===== config.mk =====
export PLATFORM = sky130hd
export DESIGN_NAME = annexb_nal_unit_splitter
export DESIGN_NICKNAME = d
export VERILOG_FILES = /design/src/hdl/anbx_pkg.sv /design/src/hdl/anbx_front.sv /design/src/hdl/anbx_queue.sv /design/src/hdl/anbx_back.sv /design/src/hdl/annexb_nal_unit_splitter.sv
export SDC_FILE = /design/constraint.sdc
export NUM_CORES = 1
export LEC_CHECK = 0
export BUFFER_PORTS_ARGS = -buffer_cell sky130_fd_sc_hd__buf_2
export CORE_MARGIN = 4
export CORE_UTILIZATION = 30
export CTS_CLUSTER_DIAMETER = 120
export DETAILED_ROUTE_END_ITERATION = 8
export SYNTH_ARGS = -nofsm -noshare
export SYNTH_HDL_FRONTEND = slang
export SYNTH_HIERARCHICAL = 1
export SYNTH_SLANG_ARGS = --single-unit

===== constraint.sdc =====
create_clock -name aclk -period 10.85 [get_ports aclk]
set_input_delay 1.085 -clock aclk [delete_from_list [all_inputs] [get_ports aclk]]
set_output_delay 1.085 -clock aclk [all_outputs]
set_load 0.01 [all_outputs]

===== src/hdl/anbx_pkg.sv =====
// Shared constants, types and helpers for the Annex B NAL unit splitter.
package anbx_pkg;

    // Capacity of the unit table and width of the stream position counters.
    localparam int MAX_UNITS = 4096;
    localparam int POS_W     = 32;

    // Unit counter holds 0 .. MAX_UNITS.
    localparam int CNT_W = $clog2(MAX_UNITS) + 1;

    // Fixed widths of the result fields.
    localparam int IDX_W = 12;
    localparam int OUT_POS_W = 32;

    // Depth of the queue between the scanner and the result stage (power of two).
    localparam int Q_DEPTH = 4;
    localparam int Q_PTR_W = $clog2(Q_DEPTH);
    localparam int Q_CNT_W = $clog2(Q_DEPTH + 1);

    // Input opcodes.
    localparam logic OP_DATA = 1'b0;
    localparam logic OP_END  = 1'b1;

    // Byte values and unit types of interest.
    localparam logic [7:0] BYTE_ZERO = 8'h00;
    localparam logic [7:0] BYTE_ONE  = 8'h01;
    localparam logic [7:0] TYPE_MASK = 8'h1f;
    localparam logic [4:0] TYPE_SLICE = 5'h01;
    localparam logic [4:0] TYPE_IDR   = 5'h05;
    localparam logic [4:0] TYPE_SPS   = 5'h07;
    localparam logic [4:0] TYPE_PPS   = 5'h08;

    // Start code history after reset or after a start code: no zeros seen.
    localparam logic [23:0] HISTORY_IDLE = 24'hffffff;

    typedef logic [POS_W-1:0] pos_t;

    // One closed unit, as found by the scanner.
    typedef struct packed {
        logic [7:0] header;
        pos_t       offset;
        pos_t       size;
    } unit_rec_t;

    // Status of the queue as seen by its neighbors.
    typedef struct packed {
        logic full;
        logic empty;
    } q_status_t;

    // Widen or narrow a position value to the fixed result width.
    function automatic logic [OUT_POS_W-1:0] to_out_pos(input pos_t v);
        logic [63:0] w;
        w = 64'(v);
        return w[OUT_POS_W-1:0];
    endfunction

    // Unit counter to the fixed index width (low bits kept).
    function automatic logic [IDX_W-1:0] to_index(input logic [CNT_W-1:0] v);
        logic [31:0] w;
        w = 32'(v);
        return w[IDX_W-1:0];
    endfunction

endpackage


===== src/hdl/anbx_front.sv =====
// Byte scanner: finds start codes and tracks the open unit's offset, size and header.
module anbx_front (
    input  logic                aclk,
    input  logic                aresetn,
    input  logic                accept,
    input  logic                opcode,
    input  logic [7:0]          data_byte,
    output logic                push,
    output anbx_pkg::unit_rec_t rec
);

    logic [23:0]    hist_reg, hist_next;
    logic           inside_reg, inside_next;
    anbx_pkg::pos_t pos_reg, pos_next;
    anbx_pkg::pos_t start_reg, start_next;
    anbx_pkg::pos_t bytes_reg, bytes_next;
    logic [7:0]     cap_reg, cap_next;

    anbx_pkg::pos_t pos_inc;
    anbx_pkg::pos_t bytes_less_code;
    anbx_pkg::pos_t close_size;
    logic           start_code;

    assign pos_inc         = pos_reg + anbx_pkg::pos_t'(1);
    assign bytes_less_code = bytes_reg - anbx_pkg::pos_t'(3);
    assign start_code      = (hist_reg == 24'h000000) && (data_byte == anbx_pkg::BYTE_ONE);

    // The three zeros of a start code were counted into the unit they close.
    assign close_size = (opcode == anbx_pkg::OP_END) ? bytes_reg : bytes_less_code;

    // Record of the unit being closed by this transaction.
    always_comb begin
        rec.size   = close_size;
        rec.offset = start_reg;
        rec.header = (close_size == '0) ? anbx_pkg::BYTE_ZERO : cap_reg;
        push       = accept && inside_reg && ((opcode == anbx_pkg::OP_END) || start_code);
    end

    // Scanner state update.
    always_comb begin
        hist_next   = hist_reg;
        inside_next = inside_reg;
        pos_next    = pos_reg;
        start_next  = start_reg;
        bytes_next  = bytes_reg;
        cap_next    = cap_reg;
        if (accept) begin
            if (opcode == anbx_pkg::OP_END) begin
                // End of stream: the next bytes form a new stream.
                hist_next   = anbx_pkg::HISTORY_IDLE;
                inside_next = 1'b0;
                pos_next    = '0;
                start_next  = '0;
                bytes_next  = '0;
                cap_next    = anbx_pkg::BYTE_ZERO;
            end else begin
                pos_next = pos_inc;
                if (start_code) begin
                    inside_next = 1'b1;
                    start_next  = pos_inc;
                    bytes_next  = '0;
                    cap_next    = anbx_pkg::BYTE_ZERO;
                    hist_next   = anbx_pkg::HISTORY_IDLE;
                end else begin
                    hist_next = {hist_reg[15:0], data_byte};
                    if (inside_reg) begin
                        if (bytes_reg == '0) begin
                            cap_next = data_byte;
                        end
                        // Size saturates at the largest position value.
                        if (bytes_reg != '1) begin
                            bytes_next = bytes_reg + anbx_pkg::pos_t'(1);
                        end
                    end
                end
            end
        end
    end

    always_ff @(posedge aclk) begin
        if (!aresetn) begin
            hist_reg   <= anbx_pkg::HISTORY_IDLE;
            inside_reg <= 1'b0;
            pos_reg    <= '0;
            start_reg  <= '0;
            bytes_reg  <= '0;
            cap_reg    <= anbx_pkg::BYTE_ZERO;
        end else begin
            hist_reg   <= hist_next;
            inside_reg <= inside_next;
            pos_reg    <= pos_next;
            start_reg  <= start_next;
            bytes_reg  <= bytes_next;
            cap_reg    <= cap_next;
        end
    end

endmodule


===== src/hdl/anbx_queue.sv =====
// Short queue of closed unit records between the scanner and the result stage.
module anbx_queue (
    input  logic                 aclk,
    input  logic                 aresetn,
    input  logic                 push,
    input  anbx_pkg::unit_rec_t  wr_rec,
    input  logic                 pop,
    output anbx_pkg::unit_rec_t  rd_rec,
    output anbx_pkg::q_status_t  status
);

    anbx_pkg::unit_rec_t             mem_reg [anbx_pkg::Q_DEPTH];
    logic [anbx_pkg::Q_PTR_W-1:0]    wr_ptr_reg, wr_ptr_next;
    logic [anbx_pkg::Q_PTR_W-1:0]    rd_ptr_reg, rd_ptr_next;
    logic [anbx_pkg::Q_CNT_W-1:0]    cnt_reg, cnt_next;

    assign status.full  = (cnt_reg == anbx_pkg::Q_CNT_W'(anbx_pkg::Q_DEPTH));
    assign status.empty = (cnt_reg == '0);
    assign rd_rec       = mem_reg[rd_ptr_reg];

    // Pointer and fill count update.
    always_comb begin
        wr_ptr_next = push ? wr_ptr_reg + anbx_pkg::Q_PTR_W'(1) : wr_ptr_reg;
        rd_ptr_next = pop  ? rd_ptr_reg + anbx_pkg::Q_PTR_W'(1) : rd_ptr_reg;
        cnt_next    = cnt_reg;
        if (push && !pop) begin
            cnt_next = cnt_reg + anbx_pkg::Q_CNT_W'(1);
        end else if (pop && !push) begin
            cnt_next = cnt_reg - anbx_pkg::Q_CNT_W'(1);
        end
    end

    always_ff @(posedge aclk) begin
        if (!aresetn) begin
            wr_ptr_reg <= '0;
            rd_ptr_reg <= '0;
            cnt_reg    <= '0;
        end else begin
            wr_ptr_reg <= wr_ptr_next;
            rd_ptr_reg <= rd_ptr_next;
            cnt_reg    <= cnt_next;
        end
    end

    // Record storage.
    always_ff @(posedge aclk) begin
        if (push) begin
            mem_reg[wr_ptr_reg] <= wr_rec;
        end
    end

endmodule


===== src/hdl/anbx_back.sv =====
// Result stage: numbers units, marks first SPS/PPS and slices, holds the output register.
module anbx_back (
    input  logic                          aclk,
    input  logic                          aresetn,
    input  anbx_pkg::unit_rec_t           rd_rec,
    input  anbx_pkg::q_status_t           q_status,
    output logic                          pop,
    output logic                          m_valid,
    input  logic                          m_ready,
    output logic [7:0]                    m_header_byte,
    output logic [4:0]                    m_unit_type,
    output logic [anbx_pkg::OUT_POS_W-1:0] m_unit_offset,
    output logic [anbx_pkg::OUT_POS_W-1:0] m_unit_size,
    output logic [anbx_pkg::IDX_W-1:0]    m_unit_index,
    output logic                          m_first_sps,
    output logic                          m_first_pps,
    output logic                          m_video_slice,
    output logic                          m_table_full
);

    localparam logic [anbx_pkg::CNT_W-1:0] CNT_CAP  = anbx_pkg::CNT_W'(anbx_pkg::MAX_UNITS);
    localparam logic [anbx_pkg::CNT_W-1:0] CNT_LAST = anbx_pkg::CNT_W'(anbx_pkg::MAX_UNITS - 1);

    logic [anbx_pkg::CNT_W-1:0] cnt_reg, cnt_next;
    logic                       sps_seen_reg, sps_seen_next;
    logic                       pps_seen_reg, pps_seen_next;
    logic                       valid_reg, valid_next;

    logic [7:0]                 hdr_reg;
    logic [4:0]                 type_reg;
    logic [anbx_pkg::OUT_POS_W-1:0] offset_reg, size_reg;
    logic [anbx_pkg::IDX_W-1:0] index_reg;
    logic                       first_sps_reg, first_pps_reg, slice_reg, full_reg;

    logic [7:0]                 hdr_masked;
    logic [4:0]                 cur_type;
    logic                       cur_full;

    assign pop        = !q_status.empty && (!valid_reg || m_ready);
    assign hdr_masked = rd_rec.header & anbx_pkg::TYPE_MASK;
    assign cur_type   = hdr_masked[4:0];
    assign cur_full   = (cnt_reg >= CNT_CAP);

    // Unit numbering, first-seen flags and output valid.
    always_comb begin
        cnt_next      = cnt_reg;
        sps_seen_next = sps_seen_reg;
        pps_seen_next = pps_seen_reg;
        valid_next    = valid_reg;
        if (m_ready) begin
            valid_next = 1'b0;
        end
        if (pop) begin
            valid_next = 1'b1;
            if (!cur_full) begin
                cnt_next = cnt_reg + anbx_pkg::CNT_W'(1);
            end
            if (cur_type == anbx_pkg::TYPE_SPS) begin
                sps_seen_next = 1'b1;
            end
            if (cur_type == anbx_pkg::TYPE_PPS) begin
                pps_seen_next = 1'b1;
            end
        end
    end

    always_ff @(posedge aclk) begin
        if (!aresetn) begin
            cnt_reg      <= '0;
            sps_seen_reg <= 1'b0;
            pps_seen_reg <= 1'b0;
            valid_reg    <= 1'b0;
        end else begin
            cnt_reg      <= cnt_next;
            sps_seen_reg <= sps_seen_next;
            pps_seen_reg <= pps_seen_next;
            valid_reg    <= valid_next;
        end
    end

    // Output payload, loaded when a record leaves the queue.
    always_ff @(posedge aclk) begin
        if (pop) begin
            hdr_reg       <= rd_rec.header;
            type_reg      <= cur_type;
            offset_reg    <= anbx_pkg::to_out_pos(rd_rec.offset);
            size_reg      <= anbx_pkg::to_out_pos(rd_rec.size);
            index_reg     <= anbx_pkg::to_index(cur_full ? CNT_LAST : cnt_reg);
            first_sps_reg <= (cur_type == anbx_pkg::TYPE_SPS) && !sps_seen_reg;
            first_pps_reg <= (cur_type == anbx_pkg::TYPE_PPS) && !pps_seen_reg;
            slice_reg     <= (cur_type == anbx_pkg::TYPE_SLICE) ||
                             (cur_type == anbx_pkg::TYPE_IDR);
            full_reg      <= cur_full;
        end
    end

    assign m_valid       = valid_reg;
    assign m_header_byte = hdr_reg;
    assign m_unit_type   = type_reg;
    assign m_unit_offset = offset_reg;
    assign m_unit_size   = size_reg;
    assign m_unit_index  = index_reg;
    assign m_first_sps   = first_sps_reg;
    assign m_first_pps   = first_pps_reg;
    assign m_video_slice = slice_reg;
    assign m_table_full  = full_reg;

endmodule


===== src/hdl/annexb_nal_unit_splitter.sv =====
// Top level of the Annex B NAL unit splitter: scanner, record queue and result stage.
// Throughput: one byte or end item accepted per cycle unless the record queue is full.
// After the transaction that closes its unit, a result passes through the record queue
// and then the output register.
// The input stalls only while the four-entry record queue is full.
// Reset (aresetn, synchronous, active low) clears scanner, queue, counters and flags.
module annexb_nal_unit_splitter (
    input  logic        aclk,
    input  logic        aresetn,
    input  logic        s_valid,
    output logic        s_ready,
    input  logic        s_opcode,
    input  logic [7:0]  s_data_byte,
    output logic        m_valid,
    input  logic        m_ready,
    output logic [7:0]  m_header_byte,
    output logic [4:0]  m_unit_type,
    output logic [31:0] m_unit_offset,
    output logic [31:0] m_unit_size,
    output logic [11:0] m_unit_index,
    output logic        m_first_sps,
    output logic        m_first_pps,
    output logic        m_video_slice,
    output logic        m_table_full
);

    logic                 accept;
    logic                 q_push;
    logic                 q_pop;
    anbx_pkg::unit_rec_t  wr_rec;
    anbx_pkg::unit_rec_t  rd_rec;
    anbx_pkg::q_status_t  q_status;

    assign s_ready = !q_status.full;
    assign accept  = s_valid && s_ready;

    anbx_front u_front (
        .aclk      (aclk),
        .aresetn   (aresetn),
        .accept    (accept),
        .opcode    (s_opcode),
        .data_byte (s_data_byte),
        .push      (q_push),
        .rec       (wr_rec)
    );

    anbx_queue u_queue (
        .aclk    (aclk),
        .aresetn (aresetn),
        .push    (q_push),
        .wr_rec  (wr_rec),
        .pop     (q_pop),
        .rd_rec  (rd_rec),
        .status  (q_status)
    );

    anbx_back u_back (
        .aclk          (aclk),
        .aresetn       (aresetn),
        .rd_rec        (rd_rec),
        .q_status      (q_status),
        .pop           (q_pop),
        .m_valid       (m_valid),
        .m_ready       (m_ready),
        .m_header_byte (m_header_byte),
        .m_unit_type   (m_unit_type),
        .m_unit_offset (m_unit_offset),
        .m_unit_size   (m_unit_size),
        .m_unit_index  (m_unit_index),
        .m_first_sps   (m_first_sps),
        .m_first_pps   (m_first_pps),
        .m_video_slice (m_video_slice),
        .m_table_full  (m_table_full)
    );

    // A record is never written into a full queue.
    a_no_overflow: assert property (@(posedge aclk) disable iff (!aresetn)
        q_push |-> !q_status.full)
        else $error("record pushed into a full queue");

    // With nothing queued and nothing shown, no result can appear in the next cycle.
    a_no_phantom: assert property (@(posedge aclk) disable iff (!aresetn)
        (q_status.empty && !m_valid) |=> !m_valid)
        else $error("result appeared without a queued record");

    // A unit past the table capacity carries the last index.
    a_full_index: assert property (@(posedge aclk) disable iff (!aresetn)
        (m_valid && m_table_full) |->
            (m_unit_index == anbx_pkg::to_index(anbx_pkg::CNT_W'(anbx_pkg::MAX_UNITS - 1))))
        else $error("full table but index is not the last entry");

    // The first-SPS and first-PPS marks agree with the unit type.
    a_first_type: assert property (@(posedge aclk) disable iff (!aresetn)
        (m_valid && (m_first_sps || m_first_pps)) |->
            ((m_first_sps && m_unit_type == anbx_pkg::TYPE_SPS) ||
             (m_first_pps && m_unit_type == anbx_pkg::TYPE_PPS)))
        else $error("first SPS or PPS mark on a unit of another type");

endmodule

==> results <==
- The flow ran to the end, and the final reports show no timing, DRC or antenna violations.
- The number of buffers on the longest clock path is 3.
- Yosys mapped a number of flops with a built-in enable equal to about 380.
- STA classifies the critical path startpoint as an input port.
- Max-cap violations in this run came to 0.
- The post-cts gate resize count is 0.
- At the worst endpoint, the required time is roughly 11 ns.
- VDD sags by at most roughly 0.14 mV.
- The detailed placement HPWL is about 30 mm.
- The number of placement rows is a little under 100.
- Hold timing on the final database bottoms out at a slack of 0.480 ns.
- After synthesis, the share of cell area in mux cells is 0.0915.
- Counting flops with an async set or reset pin after synthesis yields a share of 0.
- The share of total power dissipated in sequential elements is 0.486.
- The fmax is about 240 MHz.
- The number of I/O port buffers is 107.
- The share of total power dissipated in the clock network is 0.353.
- The fraction of layout instances using a drive strength above 1 is 0.198.
- The worst path in the final design needs a cycle of approximately 4.2 ns, including I/O delays and setup.
- Of the total synthesized cell area, the portion taken by XOR and XNOR cells is 0.0352.
- roughly 110 I/O pins were placed.
- The number of vias after detailed routing is roughly 12000.
- Of the total power, combinational logic draws 0.160.
- The transition time at the pin with the least slew margin is 1.14 ns.
- The biggest fanout along the worst timing path is between 50 and 60.
- The worst register-to-register path ends at u_front/cap_reg[0]$_SDFFE_PN0P_.
- In this run the number of H-tree levels came out at 2.
- The kind of end point of the critical path is a register.
- The routed metal-1 wire length is around 22 mm.
- For this run, the share of the core covered by cells in the final layout is 0.349.
- The post-synthesis area per instance is ~14 µm².
- In this run the power spent charging and discharging nets is between 0.001 and 0.0015 W.
- The final number of setup-violating endpoints is 0.
- The synthesized instance count is between 1000 and 1500.
- The internal portion of total power is 0.00382 W.
- The first TritonRoute pass finished after 5 iterations.
- Power comes to approximately 0.0052 W.
- Setup repair after global routing left no endpoint under its margin.
- The count of unresolved DRC violations after routing is 0.
- The number of hold buffers added after CTS was 0.
- The class of the tightest hold or removal check is reg -> reg.
- The yosys synthesis warning count is 6.
- For hold timing, the worst endpoint is u_back/sps_seen_reg$_SDFFE_PN0P_.
- The number of global-route vias before repair is between 10000 and 15000.
- The final routed wire length divided by cell count is roughly 18 µm.
- Summing every instance area after synthesis gives 0.0214 mm².
- The filler-free cell count of the finished design is ~2600.
- Buffers added to address setup during post-CTS repair amount to 0.
- Counting instances, the worst hold path has a depth of 1.
- The routed length on met3 is approximately 2.6 mm.
- After synthesis, the largest family of logic cells by area is simple AND/OR/NAND/NOR gates.
- The aggregate negative setup slack is 0 ns.
- The critical path in this run is classified as in -> reg.
- After detailed routing, no signal wire sits above met4.
- The routed wire length on met2 is around 22 mm.
- The final routed wirelength across all metal layers is between 40 and 50 mm.
- The congestion estimate from routability-driven global placement came to roughly 0.85.
- Summed over all instances, the cell type with the most area after synthesis is sky130_fd_sc_hd__edfxtp_1.
- In the synthesized netlist the dominant register cell turns out to be sky130_fd_sc_hd__edfxtp_1.
- Across the routed clock network, the largest skew measured is about 0.027 ns.
- The compound-cell area share of the yosys netlist is 0.0474.
- The clock transition at the register clock pins on the worst setup and hold paths after CTS is around 0.060 ns.
- The area fraction in and, or, nand and nor cells after synthesis is 0.120.
- The register with the most flip-flops in the layout has about 290 of them.
- The most common cell in the synthesized netlist is sky130_fd_sc_hd__edfxtp_1.
- The headroom to the max-slew limit is 0.236.
- The number of nets in the synthesized netlist is 1514.
- The origin of the critical flop-to-flop path is u_queue/cnt_reg[0]$_SDFFE_PN0P_.
- Of the synthesized area, sequential elements account for 0.671.
- In this run the power density over the cells is roughly 210 mW/mm².
- The data arrival time at the worst-slack endpoint is 4.41 ns.
- The core region is 0.0704 mm².
- The die is about 280 µm wide.
- For this block, the initial DRC count from the detailed router was 957.
- The die covers approximately 0.076 mm².
- The remaining antenna violation count after routing is 0.
- The count of endpoints failing hold in the final timing report came to 0.
- The effective utilization at floorplan is 0.304.
- The initial antenna violation count was 1.
- The fraction of post-synthesis cell area in the top cell type by area is 0.527.
- The count of cell types in the netlist is 74.
- For the worst flop-to-flop path, the logic depth is 10.
- The clock drives between 500 and 600 sinks.
- TritonCTS built the clock tree.
- The final number of max-transition violations came to 0.
- The root buffer cell is sky130_fd_sc_hd__clkbuf_16.
- The maximum number of pins on one net before global-route repair is between 70 and 80.
- The launch instance of the worst min-delay path is u_back/sps_seen_reg$_SDFFE_PN0P_.
- Dividing the detail-routed via count by the number of cells gives 4.82.
- The height of the die is 275 µm.
- The final-stage net count is between 1500 and 2000.
- After synthesis, the most frequently instantiated cells are sky130_fd_sc_hd__edfxtp_1 (376), sky130_fd_sc_hd__dfxtp_1 (154), sky130_fd_sc_hd__nor2_1 (129).
- The clock reaches the later pin of the worst-skew pair after just over 0.6 ns.
- Once placement completed, the tool counted placed cells totaling between 2000 and 2500.
- The number of register bits inferred by synthesis is 530.
- Sorting the synthesized cells by area gives the leading types as sky130_fd_sc_hd__edfxtp_1 (53%), sky130_fd_sc_hd__dfxtp_1 (14%), sky130_fd_sc_hd__mux4_2 (7.4%).
- Across all register-to-register paths, the minimum setup slack is ~7 ns.
- Compared with the post-synthesis result, the final layout area differs by 14.8%.
- The first global-routing pass estimated approximately 73 mm of wire.
- The period utilization is 0.386.
- In this run the static leakage power is approximately 8.2 nW.
- In this run, CTS created clock tree buffers numbering 56.
- Of the total synthesized cell area, the portion taken by full adders, half adders and majority gates is 0.00678.
- Of the total power, the share spent switching nets is 0.269.
- The leftover overflow at the end of global routing is 0.
- The aggregate global-route resource usage is 0.123.
kinds of logic (layout without fill, tap and decap cells):
logic type      count (synthesis)  after routing
simple gates                  488            488
compound gates                158            158
other cells                     0              1
mux                           105            105
flops                         530            530
buf+inv                       112            250
fa+ha+maj                      11             11
xor+xnor                       86             86
cells in the final DEF (no fill, tap or decap), drive strengths merged, types with 23 or more instances in the layout:
master / instances
mux4: 72
nor2: 131
a22oi: 33
clkinv: 23
nand3: 31
and2: 27
xor2: 44
a21oi: 49
edfxtp: 376
buf: 124
nand2: 92
nor4: 39
o21ai: 31
nor3: 34
mux2i: 33
xnor2: 42
inv: 24
clkbuf: 68
nand4: 28
dfxtp: 154
worst max path at each step:
stage                                             to  cells after the start           start
global route        u_queue/mem_reg[0][34]$_DFFE_PP_                      8  s_data_byte[6]
CTS                  u_queue/mem_reg[1][9]$_DFFE_PP_                      8  s_data_byte[6]
detailed placement  u_queue/mem_reg[1][44]$_DFFE_PP_                      8  s_data_byte[6]
floorplan            u_queue/cnt_reg[2]$_SDFFE_PN0P_                     10         m_ready
finish              u_queue/mem_reg[0][32]$_DFFE_PP_                      8  s_data_byte[6]
global placement    u_queue/mem_reg[0][18]$_DFFE_PP_                      8  s_data_byte[6]
power groups by stage:
stage / Clock, W / Combinational, W / Sequential (W)
detailed placement: 0 / 0.000864 / 0.00260
global placement: 0 / 0.000857 / 0.00260
CTS: 0.00191 / 0.000866 / 0.00256
finish: 0.00185 / 0.000838 / 0.00255
global route: 0.00201 / 0.000925 / 0.00258
floorplan: 0 / 0.000517 / 0.00264
per-stage QoR:
step / cell area (µm²) / setup WS (ns)
after CTS: 24600 / 6.69
after global placement: 22800 / 6.12
after floorplan: 21400 / 4.43
final: 24600 / 6.67
after global routing: 24600 / 6.34
after detailed placement: 22800 / 6.05
final cells by class:
| cell class | count | area, µm² |
|---|---|---|
| Inverter | 21 | 78.8 |
| Multi-Input combinational cell | 848 | 6480 |
| Clock buffer | 68 | 1470 |
| Antenna cell | 1 | 2.50 |
| Sequential cell | 530 | 14400 |
| Clock inverter | 37 | 338 |
| Fill cell | 6768 | 45800 |
| Tap cell | 940 | 1180 |
| Timing Repair Buffer | 124 | 663 |
layer usage:
layer	vias to the layer above	GRT usage
met1	6210	0.172
li1	5818	-
met4	0	0.0303
met2	300	0.197
met3	60	0.0256
met5	-	0
critical path: stages:
cell                       delay [ns]
sky130_fd_sc_hd__buf_2           0.12
sky130_fd_sc_hd__nor4b_1         0.39
sky130_fd_sc_hd__nand4_1         0.30
sky130_fd_sc_hd__o21bai_1        0.54
sky130_fd_sc_hd__nand2_1         0.14
sky130_fd_sc_hd__nor2_1          0.54
sky130_fd_sc_hd__and2_4          0.49
sky130_fd_sc_hd__buf_4           0.72
(Power assumes the default switching activity.)
